$ cat config.mk
export PLATFORM = sky130hd
export DESIGN_NAME = content_defined_chunker_unit_flat
export DESIGN_NICKNAME = d
export VERILOG_FILES = /design/src/cdc_pkg.sv /design/src/cdc_in_if.sv /design/src/cdc_out_if.sv /design/src/cdc_cfg_if.sv /design/src/content_defined_chunker_unit.sv /design/src/flat_wrapper.sv
export SDC_FILE = /design/constraint.sdc
export NUM_CORES = 1
export LEC_CHECK = 0
export BUFFER_PORTS_ARGS = -buffer_cell sky130_fd_sc_hd__buf_2
export CORE_UTILIZATION = 55
export CTS_CLUSTER_DIAMETER = 40
export DETAILED_ROUTE_END_ITERATION = 8
export PLACE_DENSITY = 0.74
export SLEW_MARGIN = 20
export SYNTH_ARGS = -nofsm -noshare
export SYNTH_HDL_FRONTEND = slang
export SYNTH_SLANG_ARGS = --single-unit
$ cat constraint.sdc
create_clock -name clk_i -period 14.6 [get_ports clk_i]
set_clock_uncertainty 0.1 [all_clocks]
set_input_delay 0.73 -clock clk_i [delete_from_list [all_inputs] [get_ports clk_i]]
set_output_delay 0.73 -clock clk_i [all_outputs]
set_load 0.02 [all_outputs]
$ cat src/cdc_pkg.sv
// Package for the content-defined chunker: register indexes, reset values,
// cut cause codes and hash constants. No dependencies.
package cdc_pkg;

  localparam int unsigned CfgIdxWidth  = 8;
  localparam int unsigned CfgDataWidth = 32;
  localparam int unsigned RegLenWidth  = 17;
  localparam int unsigned HashWidth    = 32;
  localparam int unsigned ByteWidth    = 8;
  localparam int unsigned CauseWidth   = 2;

  // Register indexes on the configuration channel
  localparam logic [CfgIdxWidth-1:0] RegMinChunk    = 8'd0;
  localparam logic [CfgIdxWidth-1:0] RegMaxChunk    = 8'd1;
  localparam logic [CfgIdxWidth-1:0] RegBoundaryMask = 8'd2;
  localparam logic [CfgIdxWidth-1:0] RegTotalLength = 8'd3;

  // Reset values
  localparam logic [RegLenWidth-1:0] MinChunkReset     = 17'(8 * 1024);
  localparam logic [RegLenWidth-1:0] MaxChunkReset     = 17'(64 * 1024);
  localparam logic [HashWidth-1:0]   BoundaryMaskReset = 32'(16 * 1024 - 1);
  localparam logic [HashWidth-1:0]   TotalLengthReset  = 32'd0;

  // hash * 33 is hash * 32 + hash
  localparam int unsigned HashShift = 5;

  typedef enum logic [CauseWidth-1:0] {
    CAUSE_HASH = 2'd0,
    CAUSE_MAX  = 2'd1,
    CAUSE_END  = 2'd2
  } cut_cause_e;

endpackage

$ cat src/cdc_in_if.sv
// Input byte channel of the content-defined chunker.
// Carries valid, ready and one stream byte with its end marker.
interface cdc_in_if;
  logic       valid;
  logic       ready;
  logic [7:0] data_byte;
  logic       end_of_input;

  modport source (output valid, output data_byte, output end_of_input, input ready);
  modport sink   (input valid, input data_byte, input end_of_input, output ready);
endinterface

$ cat src/cdc_out_if.sv
// Result channel of the content-defined chunker.
// Carries valid, ready, the closed chunk length, its cut cause and final flag.
interface cdc_out_if #(
  parameter int unsigned LENGTH_WIDTH = 17
);
  logic                    valid;
  logic                    ready;
  logic [LENGTH_WIDTH-1:0] chunk_length;
  logic [1:0]              cut_cause;
  logic                    final_chunk;

  modport source (output valid, output chunk_length, output cut_cause, output final_chunk,
                  input ready);
  modport sink   (input valid, input chunk_length, input cut_cause, input final_chunk,
                  output ready);
endinterface

$ cat src/cdc_cfg_if.sv
// Configuration write channel of the content-defined chunker.
// Carries valid, ready, a register index and the write data.
interface cdc_cfg_if;
  logic        valid;
  logic        ready;
  logic [7:0]  index;
  logic [31:0] data;

  modport source (output valid, output index, output data, input ready);
  modport sink   (input valid, input index, input data, output ready);
endinterface

$ cat src/content_defined_chunker_unit.sv
// Content-defined chunker top level: rolling hash, chunk length counter and
// a two-entry result queue. Depends on cdc_pkg and the cdc_*_if interfaces.
//
// Usage:
//   in_i   carries one byte per transaction, end_of_input marks the last byte.
//   out_o  carries one transaction per closed chunk: length, cut cause
//          (hash match, maximum length, end of input) and a final flag.
//   cfg_i  writes min_chunk, max_chunk, boundary_mask and total_length by
//          index; it is always ready and unknown indexes are dropped.
// Throughput: one byte per clock while in_i is ready. The hash update (shift,
// add, xor), the mask test and the length compares all sit in the
// combinational logic between the input handshake and the result register.
// Result path: a byte that closes a chunk is registered into the head entry,
// which drives out_o, or into the skid entry while out_o is stalled.
// Stall: while out_o is stalled, one more result fits in the skid entry and
// bytes that close no chunk keep flowing; in_i drops ready only once both
// result entries are full.
// Reset: registers take their reset values, hash and length clear and the
// result queue empties.
module content_defined_chunker_unit #(
  parameter int unsigned LENGTH_WIDTH = 17
) (
  input  logic clk_i,
  input  logic rst_ni,
  cdc_in_if.sink   in_i,
  cdc_out_if.source out_o,
  cdc_cfg_if.sink  cfg_i
);
  import cdc_pkg::*;

  localparam int unsigned CmpWidth =
      (LENGTH_WIDTH > RegLenWidth) ? LENGTH_WIDTH : RegLenWidth;

  typedef struct packed {
    logic [LENGTH_WIDTH-1:0] chunk_length;
    cut_cause_e              cut_cause;
    logic                    final_chunk;
  } result_t;

  // Configuration registers
  logic [RegLenWidth-1:0] min_chunk_q, max_chunk_q;
  logic [HashWidth-1:0]   boundary_mask_q, total_length_q;

  // Chunk state
  logic [HashWidth-1:0]    hash_q, hash_d;
  logic [LENGTH_WIDTH-1:0] run_q, run_d;

  // Result queue: head drives out_o, skid holds one more
  result_t head_q, skid_q, result_d;
  logic    head_valid_q, skid_valid_q;

  logic in_accept, out_pop, cut, one_chunk, at_limit, ge_min, ge_max, hash_hit;
  cut_cause_e cause;

  assign cfg_i.ready = 1'b1;

  always_ff @(posedge clk_i or negedge rst_ni) begin
    if (!rst_ni) begin
      min_chunk_q     <= MinChunkReset;
      max_chunk_q     <= MaxChunkReset;
      boundary_mask_q <= BoundaryMaskReset;
      total_length_q  <= TotalLengthReset;
    end else if (cfg_i.valid) begin
      unique case (cfg_i.index)
        RegMinChunk:     min_chunk_q     <= cfg_i.data[RegLenWidth-1:0];
        RegMaxChunk:     max_chunk_q     <= cfg_i.data[RegLenWidth-1:0];
        RegBoundaryMask: boundary_mask_q <= cfg_i.data[HashWidth-1:0];
        RegTotalLength:  total_length_q  <= cfg_i.data[HashWidth-1:0];
        default: ;
      endcase
    end
  end

  assign in_i.ready = !skid_valid_q;
  assign in_accept  = in_i.valid && in_i.ready;
  assign out_pop    = head_valid_q && out_o.ready;

  always_comb begin
    hash_d = ((hash_q << HashShift) + hash_q) ^ {{(HashWidth-ByteWidth){1'b0}}, in_i.data_byte};
    // saturate at the counter limit
    run_d  = (&run_q) ? run_q : run_q + LENGTH_WIDTH'(1);

    at_limit  = &run_d;
    one_chunk = total_length_q <= {{(HashWidth-RegLenWidth){1'b0}}, max_chunk_q};
    ge_min    = CmpWidth'(run_d) >= CmpWidth'(min_chunk_q);
    ge_max    = CmpWidth'(run_d) >= CmpWidth'(max_chunk_q);
    hash_hit  = (hash_d & boundary_mask_q) == '0;

    cut   = 1'b0;
    cause = CAUSE_HASH;
    if (at_limit) begin
      cut   = 1'b1;
      cause = CAUSE_MAX;
    end else if (!one_chunk && ge_min) begin
      if (ge_max) begin
        cut   = 1'b1;
        cause = CAUSE_MAX;
      end else if (hash_hit) begin
        cut   = 1'b1;
        cause = CAUSE_HASH;
      end
    end
    if (!cut && in_i.end_of_input) begin
      cut   = 1'b1;
      cause = CAUSE_END;
    end

    result_d.chunk_length = run_d;
    result_d.cut_cause    = cause;
    result_d.final_chunk  = in_i.end_of_input;
  end

  always_ff @(posedge clk_i or negedge rst_ni) begin
    if (!rst_ni) begin
      hash_q <= '0;
      run_q  <= '0;
    end else if (in_accept) begin
      if (cut) begin
        hash_q <= '0;
        run_q  <= '0;
      end else begin
        hash_q <= hash_d;
        run_q  <= run_d;
      end
    end
  end

  always_ff @(posedge clk_i or negedge rst_ni) begin
    if (!rst_ni) begin
      head_valid_q <= 1'b0;
      skid_valid_q <= 1'b0;
    end else if (out_pop || !head_valid_q) begin
      if (skid_valid_q) begin
        head_valid_q <= 1'b1;
        skid_valid_q <= 1'b0;
      end else begin
        head_valid_q <= in_accept && cut;
      end
    end else if (in_accept && cut) begin
      skid_valid_q <= 1'b1;
    end
  end

  always_ff @(posedge clk_i) begin
    if (out_pop || !head_valid_q) begin
      if (skid_valid_q) begin
        head_q <= skid_q;
      end else if (in_accept && cut) begin
        head_q <= result_d;
      end
    end else if (in_accept && cut) begin
      skid_q <= result_d;
    end
  end

  assign out_o.valid        = head_valid_q;
  assign out_o.chunk_length = head_q.chunk_length;
  assign out_o.cut_cause    = head_q.cut_cause;
  assign out_o.final_chunk  = head_q.final_chunk;

endmodule
$ cat src/flat_wrapper.sv
// flat-port wrapper written by rule: the top's interface ports become plain ports
module content_defined_chunker_unit_flat import cdc_pkg::*;
#(
  parameter int unsigned LENGTH_WIDTH = 17
)
  (clk_i, rst_ni, in_i_valid, in_i_data_byte, in_i_end_of_input, in_i_ready, out_o_valid, out_o_chunk_length, out_o_cut_cause, out_o_final_chunk, out_o_ready, cfg_i_valid, cfg_i_index, cfg_i_data, cfg_i_ready);
  cdc_in_if in_i_i ();
  cdc_out_if #(.LENGTH_WIDTH(LENGTH_WIDTH)) out_o_i ();
  cdc_cfg_if cfg_i_i ();
  input  logic clk_i;
  input  logic rst_ni;
  input wire logic [$bits(in_i_i.valid)-1:0] in_i_valid;
  input wire logic [$bits(in_i_i.data_byte)-1:0] in_i_data_byte;
  input wire logic [$bits(in_i_i.end_of_input)-1:0] in_i_end_of_input;
  output wire logic [$bits(in_i_i.ready)-1:0] in_i_ready;
  output wire logic [$bits(out_o_i.valid)-1:0] out_o_valid;
  output wire logic [$bits(out_o_i.chunk_length)-1:0] out_o_chunk_length;
  output wire logic [$bits(out_o_i.cut_cause)-1:0] out_o_cut_cause;
  output wire logic [$bits(out_o_i.final_chunk)-1:0] out_o_final_chunk;
  input wire logic [$bits(out_o_i.ready)-1:0] out_o_ready;
  input wire logic [$bits(cfg_i_i.valid)-1:0] cfg_i_valid;
  input wire logic [$bits(cfg_i_i.index)-1:0] cfg_i_index;
  input wire logic [$bits(cfg_i_i.data)-1:0] cfg_i_data;
  output wire logic [$bits(cfg_i_i.ready)-1:0] cfg_i_ready;
  assign in_i_i.valid = in_i_valid;
  assign in_i_i.data_byte = in_i_data_byte;
  assign in_i_i.end_of_input = in_i_end_of_input;
  assign in_i_ready = in_i_i.ready;
  assign out_o_valid = out_o_i.valid;
  assign out_o_chunk_length = out_o_i.chunk_length;
  assign out_o_cut_cause = out_o_i.cut_cause;
  assign out_o_final_chunk = out_o_i.final_chunk;
  assign out_o_i.ready = out_o_ready;
  assign cfg_i_i.valid = cfg_i_valid;
  assign cfg_i_i.index = cfg_i_index;
  assign cfg_i_i.data = cfg_i_data;
  assign cfg_i_ready = cfg_i_i.ready;
  content_defined_chunker_unit #(.LENGTH_WIDTH(LENGTH_WIDTH)) u_core (.clk_i(clk_i), .rst_ni(rst_ni), .in_i(in_i_i), .out_o(out_o_i), .cfg_i(cfg_i_i));
endmodule
==> results, run 1 <==
- The number of nets still failing antenna checks after routing is 0.
- The final HPWL from detailed placement is 20.9 mm.
- The mean number of vias per cell is 6.10.
- The first TritonRoute pass finished after 5 iterations.
- The signed area change from the synthesized netlist to the final layout is 10.9%.
- The final-report hold violation count is 0.
- The Yosys step of the flow raised 0 warnings.
- The maximum root-to-sink buffer count is 2.
- Synthesis instantiated 76 different standard cells from the library.
- The die boundary height is 144 um.
- The top flip-flop cell by instance count after synthesis is dfrtp_1.
- Power spread over the standard cell area amounts to 131 mW/mm^2.
- The main combinational cell family by area after synthesis is compound AO/OA/AOI/OAI gates.
- The number of levels in the clock H-tree is 4.
- In the final layout, the multi-input gates occupy 0.00567 sq mm.
- The fraction of final layout cells with drive strength greater than 1 is 0.225.
- The number of flip-flops and latches in the synthesized netlist is 189.
- Counting the buffers created by CTS gives 17.
- After the first detailed-routing iteration, the DRC count stood at 762.
- The proportion of synthesized area in mux cells is 0.104.
- After routing, the total negative slack on setup checks comes to 0 ns.
- Max-cap violations in this run came to 0.
- Setup violations remaining at the end of the flow were counted as 0.
- TritonCTS built the clock tree.
- The kind of capture point of the worst setup path is a register.
- The max-slew violation count is 0.
- The number of sinks on the clock net is 189.
- The post-synthesis compound-gate area fraction is 0.152.
- The remaining global-route overflow is 0.
- The routed design has 28.1 mm of wire.
- The number of buffer cells added on primary ports is 75.
- The upper clock frequency limit is 167 MHz.
- The number of hold buffers added after CTS was 0.
- In the finished design, the share of the clock period the worst path needs comes to 0.410.
- The region available for standard cell placement spans 0.0196 sq mm.
- The clock root buffer master is clkbuf_16.
- The synthesized netlist occupies a cell area of 0.0110 sq mm.
- The number of synthesized flops with an enable pin is 40.
- The largest fanout of any net on the critical path is 20.
- The sequential element share of the synthesized area is 0.448.
- The first global-routing pass estimated 44.0 mm of wire.
- Fill cells in the final layout number 1644.
- The sequential cell area is 0.00495 sq mm.
- After clock tree synthesis, the clock-pin slew on the worst setup and hold paths is 0.08 ns.
- The average detailed-routed wire length per instance is 20.0 um.
- The static leakage is 5.59 nW.
- The path class of the tightest hold or removal check is in2async.
- The repair_antennas step left the layout with diodes totalling 0.
- The die boundary width is 144 um.
- The final routed DRC violation total is 0.
- The net count after synthesis is 1199.
- The slew at the pin with the worst max-slew slack is 1.02 ns.
- The average instance in the mapped netlist occupies 10.4 sq um.
- Summing over every cut layer, the via total after detailed routing is 8557.
- In this run the count of I/O pins placed on the die edge is 77.
- The final non-filler cell total is 1402.
- On the final layout, the worst hold slack is 0.231 ns.
- Routability-driven placement finished with a final weighted congestion of 0.975.
- The xor and xnor fraction of the mapped netlist area is 0.0341.
- The post-synthesis share of cell area spent on full adders, half adders and majority gates is 0.0902.
- Total power for the finished layout comes to 1.60 mW.
- The initial utilization of the core area, before any placement, comes to 0.563.
- The total setup buffers inserted after CTS is 0.
- The top cell types in the final layout, fill and taps aside, are dfrtp_1, nand2_1, mux2_2, o21ai_0, ha_1.
- The clock network latency to the later pin of the worst-skew pair is 0.45 ns.
- The area of the die is 0.0206 sq mm.
- The critical path is of the reg2reg type.
- Counting flops with an async set or reset pin after synthesis yields a share of 0.788.
- The initial antenna violation count is 0.
- STA puts the critical path data arrival time at 5.95 ns.
- The leading cell type in the layout, fill and taps excluded is dfrtp_1.
- The number of global-route vias before repair is 8005.
- The cell count after synthesis is 1066.
- The global routing usage summed across all routing layers is 0.286.
- The number of nets at the end of the flow is 1257.
- In this run, placement finished with an instance count of 1370.
- The floorplan has 51 rows.
- The worst-case IR drop observed on VDD is 0.0000962 V.
- The worst slew margin relative to its limit is 0.315.
- The clock period could shrink to 5.99 ns.
- Of the total synthesized cell area, the portion taken by AND, OR, NAND and NOR gates is 0.131.
- The run finished with clean final reports.
- The maximum number of pins on one net before global-route repair is 80.
- The number of gates given a new drive strength after cts is 0.
- The fraction of the core area covered by cells at the end of the flow is 0.625.
- At the worst endpoint, the required time is 14.57 ns.
- The launching element type of the critical path is a register.
- Setup repair after global routing left no endpoint under its margin.
per-stage QoR:
step	area, sq um	worst slack, ns
floorplan	11000	8.64
CTS	12200	8.66
global route	12200	8.10
finish	12200	8.61
detailed placement	11600	8.71
global placement	11600	8.86
sequential cells by signal, summed over array words and instances (netlist names):
signal / cells
u_core.boundary_mask_q: 32
u_core.out_o.valid: 1
u_core.out_o.cut_cause: 2
u_core.skid_q: 20
u_core.run_q: 17
u_core.skid_valid_q: 1
u_core.total_length_q: 32
u_core.out_o.chunk_length: 17
u_core.out_o.final_chunk: 1
u_core.min_chunk_q: 17
u_core.max_chunk_q: 17
u_core.hash_q: 32
where the power goes:
group	internal [mW]	total [mW]	switching, mW
Clock	0.234	0.474	0.241
Sequential	0.594	0.642	0.0479
Combinational	0.179	0.486	0.306
routing by layer:
layer / vias to the layer above / GRT usage / share of wire
li1: 4026 / - / -
met5: - / 0 / 0
met4: 0 / 0.104 / 0.025
met3: 39 / 0.0450 / 0.058
met1: 4185 / 0.412 / 0.47
met2: 307 / 0.434 / 0.45
critical path, stage by stage, from the launching register on:
cell	delay (ns)
dfrtp_1	0.49
ha_1	0.30
and2_1	0.30
nand2_1	0.10
nor4_1	0.75
nor2_1	0.15
xor2_1	0.49
ha_1	0.24
nand4_1	0.08
a31o_2	0.26
a311oi_1	0.26
o22ai_1	0.17
a211o_1	0.25
a221oi_1	0.18
and4b_1	0.44
o21ai_0	0.22
a21boi_2	0.81
logic make-up (layout without fill, tap and decap cells):
kind of cell / Yosys count / count (layout)
simple gates: 293 / 293
compound gates: 254 / 254
flops: 189 / 189
buf+inv: 105 / 176
mux: 102 / 102
fa+ha+maj: 79 / 79
xor+xnor: 43 / 43
other cells: 1 / 1
cell usage after synthesis, types with 10 or more instances:
cell | instances | area, sq um
mux2_2 | 98 | 1100
a21o_1 | 10 | 75.1
dfrtp_1 | 133 | 3330
nor2_1 | 34 | 128
xor2_1 | 23 | 201
nor3_1 | 13 | 65.1
xnor2_1 | 20 | 175
o21a_1 | 12 | 90.1
nand2_1 | 131 | 492
ha_1 | 78 | 976
nand3_1 | 23 | 115
inv_1 | 57 | 214
o31ai_1 | 16 | 120
clkbuf_1 | 31 | 116
o21ai_0 | 79 | 395
edfxtp_1 | 40 | 1200
a21oi_1 | 52 | 260
nand4_1 | 25 | 156
dfstp_2 | 16 | 420
cell type report:
class | count | area share
well taps | 265 | 0.0271
repair buffers | 86 | 0.0379
clock buffers | 17 | 0.0348
inverters | 58 | 0.0178
flip-flops and latches | 189 | 0.404
multi-input cells | 772 | 0.463
clock inverters | 15 | 0.0152
final timing paths:
| kind | start | to | slack [ns] | cells after the start |
|---|---|---|---|---|
| max in group asynchronous | rst_ni | u_core.hash_q[8] | 12.77 | 2 |
| max | u_core.run_q[0] | u_core.out_o.chunk_length[14] | 8.61 | 16 |
| min in group clk_i | u_core.hash_q[29] | u_core.hash_q[29] | 0.40 | 2 |
| min reg2reg | u_core.hash_q[29] | u_core.hash_q[29] | 0.40 | 2 |
| max reg2reg | u_core.run_q[0] | u_core.out_o.chunk_length[14] | 8.61 | 16 |
| min | rst_ni | u_core.run_q[8] | 0.23 | 1 |
No activity file was read; power rests on OpenSTA's default activity.
==> run 2: changes to the inputs <==
--- a/config.mk
+++ b/config.mk
@@ -5,11 +5,12 @@
 export SDC_FILE = /design/constraint.sdc
 export NUM_CORES = 1
 export LEC_CHECK = 0
+export ABC_AREA = 1
 export BUFFER_PORTS_ARGS = -buffer_cell sky130_fd_sc_hd__buf_2
 export CORE_UTILIZATION = 55
 export CTS_CLUSTER_DIAMETER = 40
 export DETAILED_ROUTE_END_ITERATION = 8
-export PLACE_DENSITY = 0.74
+export PLACE_DENSITY = 0.76
 export SLEW_MARGIN = 20
 export SYNTH_ARGS = -nofsm -noshare
 export SYNTH_HDL_FRONTEND = slang
==> constraint.sdc (replaced) <==
create_clock -name clk_i -period 5 [get_ports clk_i]
set_clock_uncertainty 0.1 [all_clocks]
set_input_delay 0.25 -clock clk_i [delete_from_list [all_inputs] [get_ports clk_i]]
set_output_delay 0.25 -clock clk_i [all_outputs]
set_load 0.02 [all_outputs]
==> run 2 against run 1 <==
Effect of this change: hold slack got worse by 0.21 ns; non-clock buffer count increased by 13; first-iteration DRC count increased by 44%; clock power increased to 3.0 times the previous value; sequential cell count unchanged; routed wire length increased by 5.2%; global-route usage increased by 0.11 points; combinational power increased to 3.6 times the previous value; total power increased to 3.2 times the previous value; design area increased by 3.8%; critical path type unchanged; critical endpoint is now u_core.hash_q[1]; largest power group unchanged.
==> results, run 2 <==
- The die boundary width is 145 um (+1.3%).
- The power density over cell area is 409 mW/mm^2 (+210%).
- The post-synthesis async set-or-reset flop share is 0.788 (unchanged).
- The global-route wire length before repair is 47.4 mm (+7.8%).
- The clock-pin slew of the registers on the worst-case setup and hold paths was 0.08 ns (about the same).
- The count of yosys warnings during synthesis was 0 (unchanged).
- The slew at the pin with the worst max-slew slack is 0.996 ns (-0.0257 ns).
- The clock root buffer master is clkbuf_16.
- Setup repair after global routing left no endpoint under its margin.
- The number of synthesized flops with an enable pin came to 40 (unchanged).
- The reg-to-reg startpoint is u_core.run_q[0].
- The die boundary height is 145 um (+1.3%).
- In this run the worst setup path terminates at u_core.hash_q[1].
- The cell area after synthesis came to 0.0113 sq mm (+2.6%).
- The count of vias placed by the detailed router came to 9968 (+16%).
- Relative to the synthesized area, the layout overhead comes to 12.3%.
- The final number of setup-violating endpoints is 0 (unchanged).
- The remaining global-route overflow is 0 (unchanged).
- The shortest clock period the worst path allows after layout is 4.46 ns (-1.53 ns).
- The area of the die was 0.0212 sq mm (+2.5%).
- STA classifies the critical path endpoint as a register.
- TritonCTS built the clock tree.
- The sequential cell area is 0.00495 sq mm (unchanged).
- The upper clock frequency limit is 224 MHz (+34%).
- The run finished with clean final reports.
- The number of iterations in the first detailed-routing pass is 6 (+1).
- The average detailed-routed wire length per instance is 16.1 um (-20%).
- The worst setup path is launched from a register.
- The mean number of vias per cell was 5.43 (-11%).
- The final HPWL from detailed placement is 22.1 mm (+5.9%).
- The total I/O pin count is 77 (unchanged).
- The global routing usage summed across all routing layers is 0.287 (+0.00109).
- Among all flip-flop cells after synthesis, the most frequent one is dfrtp_1.
- The net count after synthesis is 1607 (+34%).
- The worst slew margin relative to its limit was 0.335 (+0.0195).
- The maximum number of pins on one net before global-route repair is 68 (-15%).
- By instance count, the leading cell after synthesis is nand2_1.
- In the layout the commonest cells are nand2_1, inv_1, o21ai_0, dfrtp_1, nor2_1.
- The number of nets at the end of the flow came to 1685 (+34%).
- The number of DRC markers in iteration 0 is 1101 (+44%).
- The arrival time of data at the critical path endpoint was 4.67 ns (-1.28 ns).
- The total setup buffers inserted after CTS is 0 (unchanged).
- The area of the core was 0.0202 sq mm (+3.3%).
- The total power is 5.20 mW (+220%).
- The fraction of final layout cells with drive strength greater than 1 came to 0.104 (-0.122).
- The number of flip-flops and latches in the synthesized netlist came to 189 (unchanged).
- The number of antenna cells inserted is 0 (unchanged).
- The final-layout fill cell count is 1830 (+11%).
- The number of unique standard cell types used by synthesis is 46 (-39%).
- The maximum root-to-sink buffer count is 2 (unchanged).
- The share of the clock period used by the worst path is 0.891 (+0.481).
- The endpoint of the most critical register-to-register path is u_core.hash_q[1].
- Tracing the worst setup path back leads to its startpoint at u_core.run_q[0].
- The final setup TNS is 0 ns (unchanged).
- The number of levels in the clock H-tree came to 4 (unchanged).
- The sequential element share of the synthesized area was 0.437 (-0.0113).
- In the synthesized netlist, the cells that appear most often are nand2_1, inv_1, o21ai_0, dfrtp_1, nor2_1.
- The number of buffer cells added on primary ports is 75 (unchanged).
- The max-cap violation count is 0 (unchanged).
- The number of rows created at floorplan is 52 (+2.0%).
- The clock network latency to the later pin of the worst-skew pair is 0.44 ns (about the same).
- The final-report hold violation count is 0 (unchanged).
- The library cell used most frequently in the layout, excluding fill and tap cells, is nand2_1.
- The cell count of the worst reg-to-reg path is 22 (+6).
- The initial antenna violation count was 0 (unchanged).
- The worst setup slack for register-to-register paths was 0.54 ns (-8.07 ns).
- Sorting the synthesized cells by area gives the leading types as dfrtp_1, nand2_1, edfxtp_1, ha_1, inv_1.
- The total clock buffers created by CTS came to 17 (unchanged).
- The number of hold-repair buffers added at the cts stage came to 14 (+14).
- The effective utilization at floorplan is 0.559 (-0.00390).
- The area fraction of the dominant cell type after synthesis was 0.294 (-0.00757).
- Counting instances, the worst hold path has a depth of 3.
- The start-to-end type of the worst setup path is reg2reg.
- The number of global-route vias before repair is 9001 (+12%).
- The largest registers in the layout are u_core.boundary_mask_q x32, u_core.hash_q x32, u_core.total_length_q x32.
- The number of gates given a new drive strength after cts is 0 (unchanged).
- The max-slew violation count is 0 (unchanged).
- The cell type with the highest aggregate area in the netlist is dfrtp_1.
- The largest fanout of any net on the critical path is 48 (+140%).
- The worst ir drop on vdd is 0.000253 V (+160%).
- The footprint of the multi-input gates came to 0.00540 sq mm (-4.6%).
- The cell count after synthesis is 1474 (+38%).
- The type of the worst min-delay path is in2reg.
- The post-detailed-routing wire length is 29.5 mm (+5.2%).
- The final routed DRC violation total came to 0 (unchanged).
- The required time of the worst setup path is 5.21 ns (-9.36 ns).
- The static leakage came to 6.37 nW (+14%).
- The number of nets still failing antenna checks after routing is 0 (unchanged).
- The global placer's final weighted congestion is 0.984 (+0.91%).
- The mean instance size in the synthesized netlist came to 7.68 sq um (-26%).
- The number of sinks on the clock net is 189 (unchanged).
-- run 2: logic make-up after synthesis --
group / synth area share
compound gates: 0.110
fa+ha+maj: 0.0880
buf+inv: 0.0860
xor+xnor: 0.0186
other cells: 0.000331
flops: 0.437
simple gates: 0.260
-- run 2: worst max-delay path: stages, from the launching register on --
cell	delay [ns]
dfrtp_1	0.44
ha_1	0.21
nand2_1	0.10
nor3_2	0.27
nand3_1	0.18
xor2_1	0.29
nand2_1	0.22
ha_1	0.36
nand2_1	0.09
nor2_1	0.15
nor3b_1	0.28
nand4_1	0.12
nand3_1	0.09
nor2_1	0.04
nor2_1	0.18
nand3_1	0.11
nor2_1	0.09
nand3_1	0.12
nand3_2	0.15
buf_4	0.51
inv_2	0.07
nand2_1	0.07
o21ai_0	0.07
-- run 2: worst min path at each step --
stage | from | to
after floorplan | rst_ni | u_core.boundary_mask_q[14]
after detailed placement | rst_ni | u_core.run_q[9]
after global routing | cfg_i_data[21] | u_core.boundary_mask_q[21]
final | cfg_i_data[21] | u_core.boundary_mask_q[21]
after CTS | cfg_i_data[18] | u_core.total_length_q[18]
after global placement | rst_ni | u_core.run_q[7]
-- run 2: stage by stage --
step	hold WS, ns	util	cell area, sq um	std cells	worst slack [ns]
after global placement	0.103	0.590	11900	1789	0.805
after floorplan	-0.146	-	11300	1474	0.610
after detailed placement	0.103	0.590	11900	1789	0.718
final	0.0204	0.628	12700	1835	0.543
after CTS	0.0112	0.628	12700	1835	0.667
after global routing	0.0254	0.628	12700	1835	0.256
-- run 2: layout make-up --
class	count	area share
Tap cell	270	0.0266
Multi-Input combinational cell	1035	0.425
Clock inverter	15	0.0164
Sequential cell	189	0.389
Inverter	210	0.0620
Timing Repair Buffer	99	0.0470
Clock buffer	17	0.0335
-- run 2: routing by layer --
layer / routed length [um] / vias up / global-route usage
met1: 14000 / 4575 / 0.444
met4: 435 / 0 / 0.0626
met2: 12500 / 425 / 0.421
met3: 2510 / 40 / 0.0467
met5: 0 / - / 0
li1: - / 4928 / -
-- run 2: power by group --
group          leakage [nW]  switching (mW)  internal [mW]  total (mW)
sequential             2.38           0.163           1.85        2.02
combinational          3.69            1.18          0.570        1.75
clock                 0.303           0.697          0.734        1.43
total                  6.37            2.04           3.16        5.20
==> run 3: changes to the inputs <==
==> constraint.sdc (replaced) <==
create_clock -name clk_i -period 4.1 [get_ports clk_i]
set_clock_uncertainty 0.1 [all_clocks]
set_input_delay 0.205 -clock clk_i [delete_from_list [all_inputs] [get_ports clk_i]]
set_output_delay 0.205 -clock clk_i [all_outputs]
set_load 0.02 [all_outputs]
==> run 3 against run 2 <==
Effect of this change: total power increased by 27%; fmax increased by 13%; critical path depth unchanged; combinational power increased by 40%; critical path type unchanged; design area increased by 5.2%; sequential power increased by 21%; largest cell class unchanged; cell count increased by 3.3%; register-to-register slack got worse by 0.38 ns.
==> results, run 3 (synthesis results as in run 2) <==
- The remaining global-route overflow is 0 (unchanged).
- The clock network latency to the later pin of the worst-skew pair is 0.45 ns (about the same).
- The final setup TNS came to 0 ns (unchanged).
- The average detailed-routed wire length per instance came to 16.3 um (+1.2%).
- The count of vias placed by the detailed router is 10190 (+2.2%).
- The shortest clock period the worst path allows after layout came to 3.94 ns (-0.519 ns).
- The required time of the worst setup path came to 4.17 ns (-1.04 ns).
- The cell sitting at the root of the clock tree is a clkbuf_16.
- The part of the power in combinational logic is 0.371 (+0.034).
- The maximum root-to-sink buffer count is 2 (unchanged).
- The post-route cell area is 0.0134 sq mm (+5.2%).
- The slew at the pin with the worst max-slew slack is 1.02 ns (+0.0246 ns).
- The initial antenna violation count came to 0 (unchanged).
- STA classifies the critical path endpoint as a register.
- The internal power is 4.01 mW (+27%).
- The number of instances on the worst hold path is 3 (unchanged).
- In the layout the commonest cells are nand2_1, inv_1, o21ai_0, dfrtp_1, nor2_1.
- The final HPWL from detailed placement came to 22.7 mm (+2.3%).
- The fraction of power consumed by sequential logic is 0.372 (-0.016).
- The die boundary height is 145 um (unchanged).
- The endpoint of the most critical register-to-register path is u_core.out_o.cut_cause[1].
- The maximum number of pins on one net before global-route repair is 95 (+40%).
- The post-detailed-placement cell area came to 0.0123 sq mm (+3.2%).
- The portion of total power attributed to the clock network came to 0.257 (-0.018).
- The number of rows created at floorplan is 52 (unchanged).
- The number of global-route vias before repair is 9184 (+2.0%).
- The global-route wire length before repair was 48.6 mm (+2.4%).
- The area of the core is 0.0202 sq mm (unchanged).
- The instance count after placement with tap cells included is 1838 (+2.7%).
- The start-to-end type of the worst setup path is reg2reg.
- The largest fanout of any net on the critical path is 5 (-90%).
- The flow ran to the end, and the final reports show no timing, DRC or antenna violations.
- The worst register-to-register path begins at u_core.run_q[1].
- The global routing usage summed across all routing layers was 0.297 (+0.00986).
- The max-slew violation count is 0 (unchanged).
- The cell count of the worst reg-to-reg path is 22 (unchanged).
- The area of the die is 0.0212 sq mm (unchanged).
- The arrival time of data at the critical path endpoint is 4.01 ns (-0.66 ns).
- The clock-pin slew of the registers on the worst-case setup and hold paths is 0.08 ns (about the same).
- The final routed DRC violation total is 0 (unchanged).
- The number of nets still failing antenna checks after routing is 0 (unchanged).
- The number of nets at the end of the flow is 1746 (+3.6%).
- The number of antenna cells inserted is 0 (unchanged).
- The max-cap violation count is 0 (unchanged).
- The worst ir drop on vdd is 0.000319 V (+26%).
- The TritonCTS clock tree is yes.
- The final number of setup-violating endpoints came to 0 (unchanged).
- The number of DRC markers in iteration 0 came to 807 (-27%).
- The final-report hold violation count was 0 (unchanged).
- The number of sinks on the clock net is 189 (unchanged).
- The worst slew margin relative to its limit is 0.318 (-0.0164).
- The effective utilization at floorplan came to 0.559 (unchanged).
- The post-detailed-routing wire length is 30.9 mm (+4.6%).
- The share of total power consumed by net switching is 0.392 (-0.000756).
- The die boundary width is 145 um (unchanged).
- The mean number of vias per cell was 5.37 (-1.1%).
- The signed area change from the synthesized netlist to the final layout is 18.1%.
- The net switching component of the power is 2.59 mW (+27%).
- The power density over cell area is 493 mW/mm^2 (+21%).
- The fraction of final layout cells with drive strength greater than 1 is 0.151 (+0.0472).
- The sequential cell area is 0.00495 sq mm (unchanged).
- The final non-filler cell total came to 1896 (+3.3%).
- The number of buffer cells added on primary ports is 75 (unchanged).
- The upper clock frequency limit is 254 MHz (+13%).
- The fraction of the core area covered by cells at the end of the flow is 0.661 (+0.0325).
- The share of the clock period used by the worst path is 0.961 (+0.0691).
- The worst hold path terminates at u_core.boundary_mask_q[0].
- The number of iterations in the first detailed-routing pass is 6 (unchanged).
- The global placer's final weighted congestion is 0.919 (-6.6%).
- The largest registers in the layout are u_core.boundary_mask_q x32, u_core.hash_q x32, u_core.total_length_q x32.
- The total I/O pin count is 77 (unchanged).
- The static leakage is 6.71 nW (+5.3%).
- The launching element type of the critical path is a register.
- The footprint of the multi-input gates is 0.00559 sq mm (+3.5%).
- In this run the worst hold path is classified as in2reg.
- The total clock buffers created by CTS is 17 (unchanged).
- The final-layout fill cell count is 1697 (-7.3%).
- The startpoint of the lowest-slack hold path is cfg_i_data[0].
- The leading cell type in the layout, fill and taps excluded is nand2_1.
- The worst setup slack for register-to-register paths is 0.16 ns (-0.38 ns).
- The total power is 6.59 mW (+27%).
- The number of levels in the clock H-tree was 4 (unchanged).
==> run 3: changes by cell type in the layout (fill, tap and decap cells not counted), moves of 3 or more <==
cell and delta:
xor2_1 -4, nand2_1 -6, ha_1 -4, nor2_2 +4, inv_8 +3, buf_6 +3
buf_4 +49, clkinv_8 -3, dlygate4sd3_1 +4, xor2_2 +4, nand2_2 +6, ha_4 +3
nor2_1 -5
==> run 3: area by class of cell <==
| class | count | share of cell area |
|---|---|---|
| multi-input cells | 1037 | 0.418 |
| flip-flops and latches | 189 | 0.370 |
| well taps | 270 | 0.0253 |
| repair buffers | 158 | 0.0826 |
| clock buffers | 17 | 0.0318 |
| clock inverters | 15 | 0.0127 |
| inverters | 210 | 0.0590 |
==> run 3: worst max path at each step <==
stage | start | to
after floorplan | u_core.run_q[0] | u_core.skid_q[0]
after global placement | u_core.run_q[0] | u_core.skid_q[9]
after detailed placement | u_core.run_q[1] | u_core.skid_q[7]
after CTS | u_core.run_q[1] | u_core.out_o.chunk_length[2]
after global routing | u_core.run_q[1] | u_core.out_o.chunk_length[0]
final | u_core.run_q[1] | u_core.out_o.cut_cause[1]
==> run 3: power groups by stage <==
| stage | Clock [mW] | Sequential [mW] | Combinational [mW] |
|---|---|---|---|
| after CTS | 1.71 | 2.45 | 2.25 |
| after detailed placement | 0 | 2.48 | 2.19 |
| after floorplan | 0 | 2.54 | 1.44 |
| after global routing | 1.78 | 2.48 | 2.70 |
| final | 1.69 | 2.45 | 2.45 |
| after global placement | 0 | 2.47 | 2.15 |
==> run 3: routing by layer <==
metal	GRT usage	vias up	routed length, um
li1	-	5048	-
met5	0	-	0
met3	0.0364	29	2230
met2	0.443	361	13500
met4	0.0705	0	384
met1	0.459	4752	14700
==> run 3: repair_timing <==
item,4_1_cts,5_1_grt
gates resized for setup,2,33
pin swaps,1,17
cloned,1,2
setup buffers,0,5
hold buffers,18,0
endpoints found under the setup margin,40,89
endpoints found under the hold margin,115,0
==> run 3: through the flow <==
step                hold WS, ns  setup slack, ns
floorplan                -0.191           0.0310
global placement          0.255           0.0449
detailed placement        0.259           -0.148
CTS                     0.00181           0.0808
global route             0.0171          -0.0549
finish                  0.00731            0.162
==> run 3: worst max-delay path, stage by stage, from the launching register on <==
cell       delay, ns
dfrtp_1         0.37
ha_2            0.21
nand2_2         0.09
nor3_4          0.26
nand3_2         0.13
xor2_2          0.24
nand2_2         0.10
buf_4           0.17
ha_1            0.29
nand2_1         0.08
nor2_2          0.12
nand4_1         0.09
inv_1           0.08
nand3_1         0.08
o211ai_1        0.23
a21oi_2         0.07
nor2_2          0.16
nor2_4          0.06
nand3_4         0.11
nand2_4         0.09
buf_6           0.15
a21oi_4         0.19
clkbuf_16       0.18
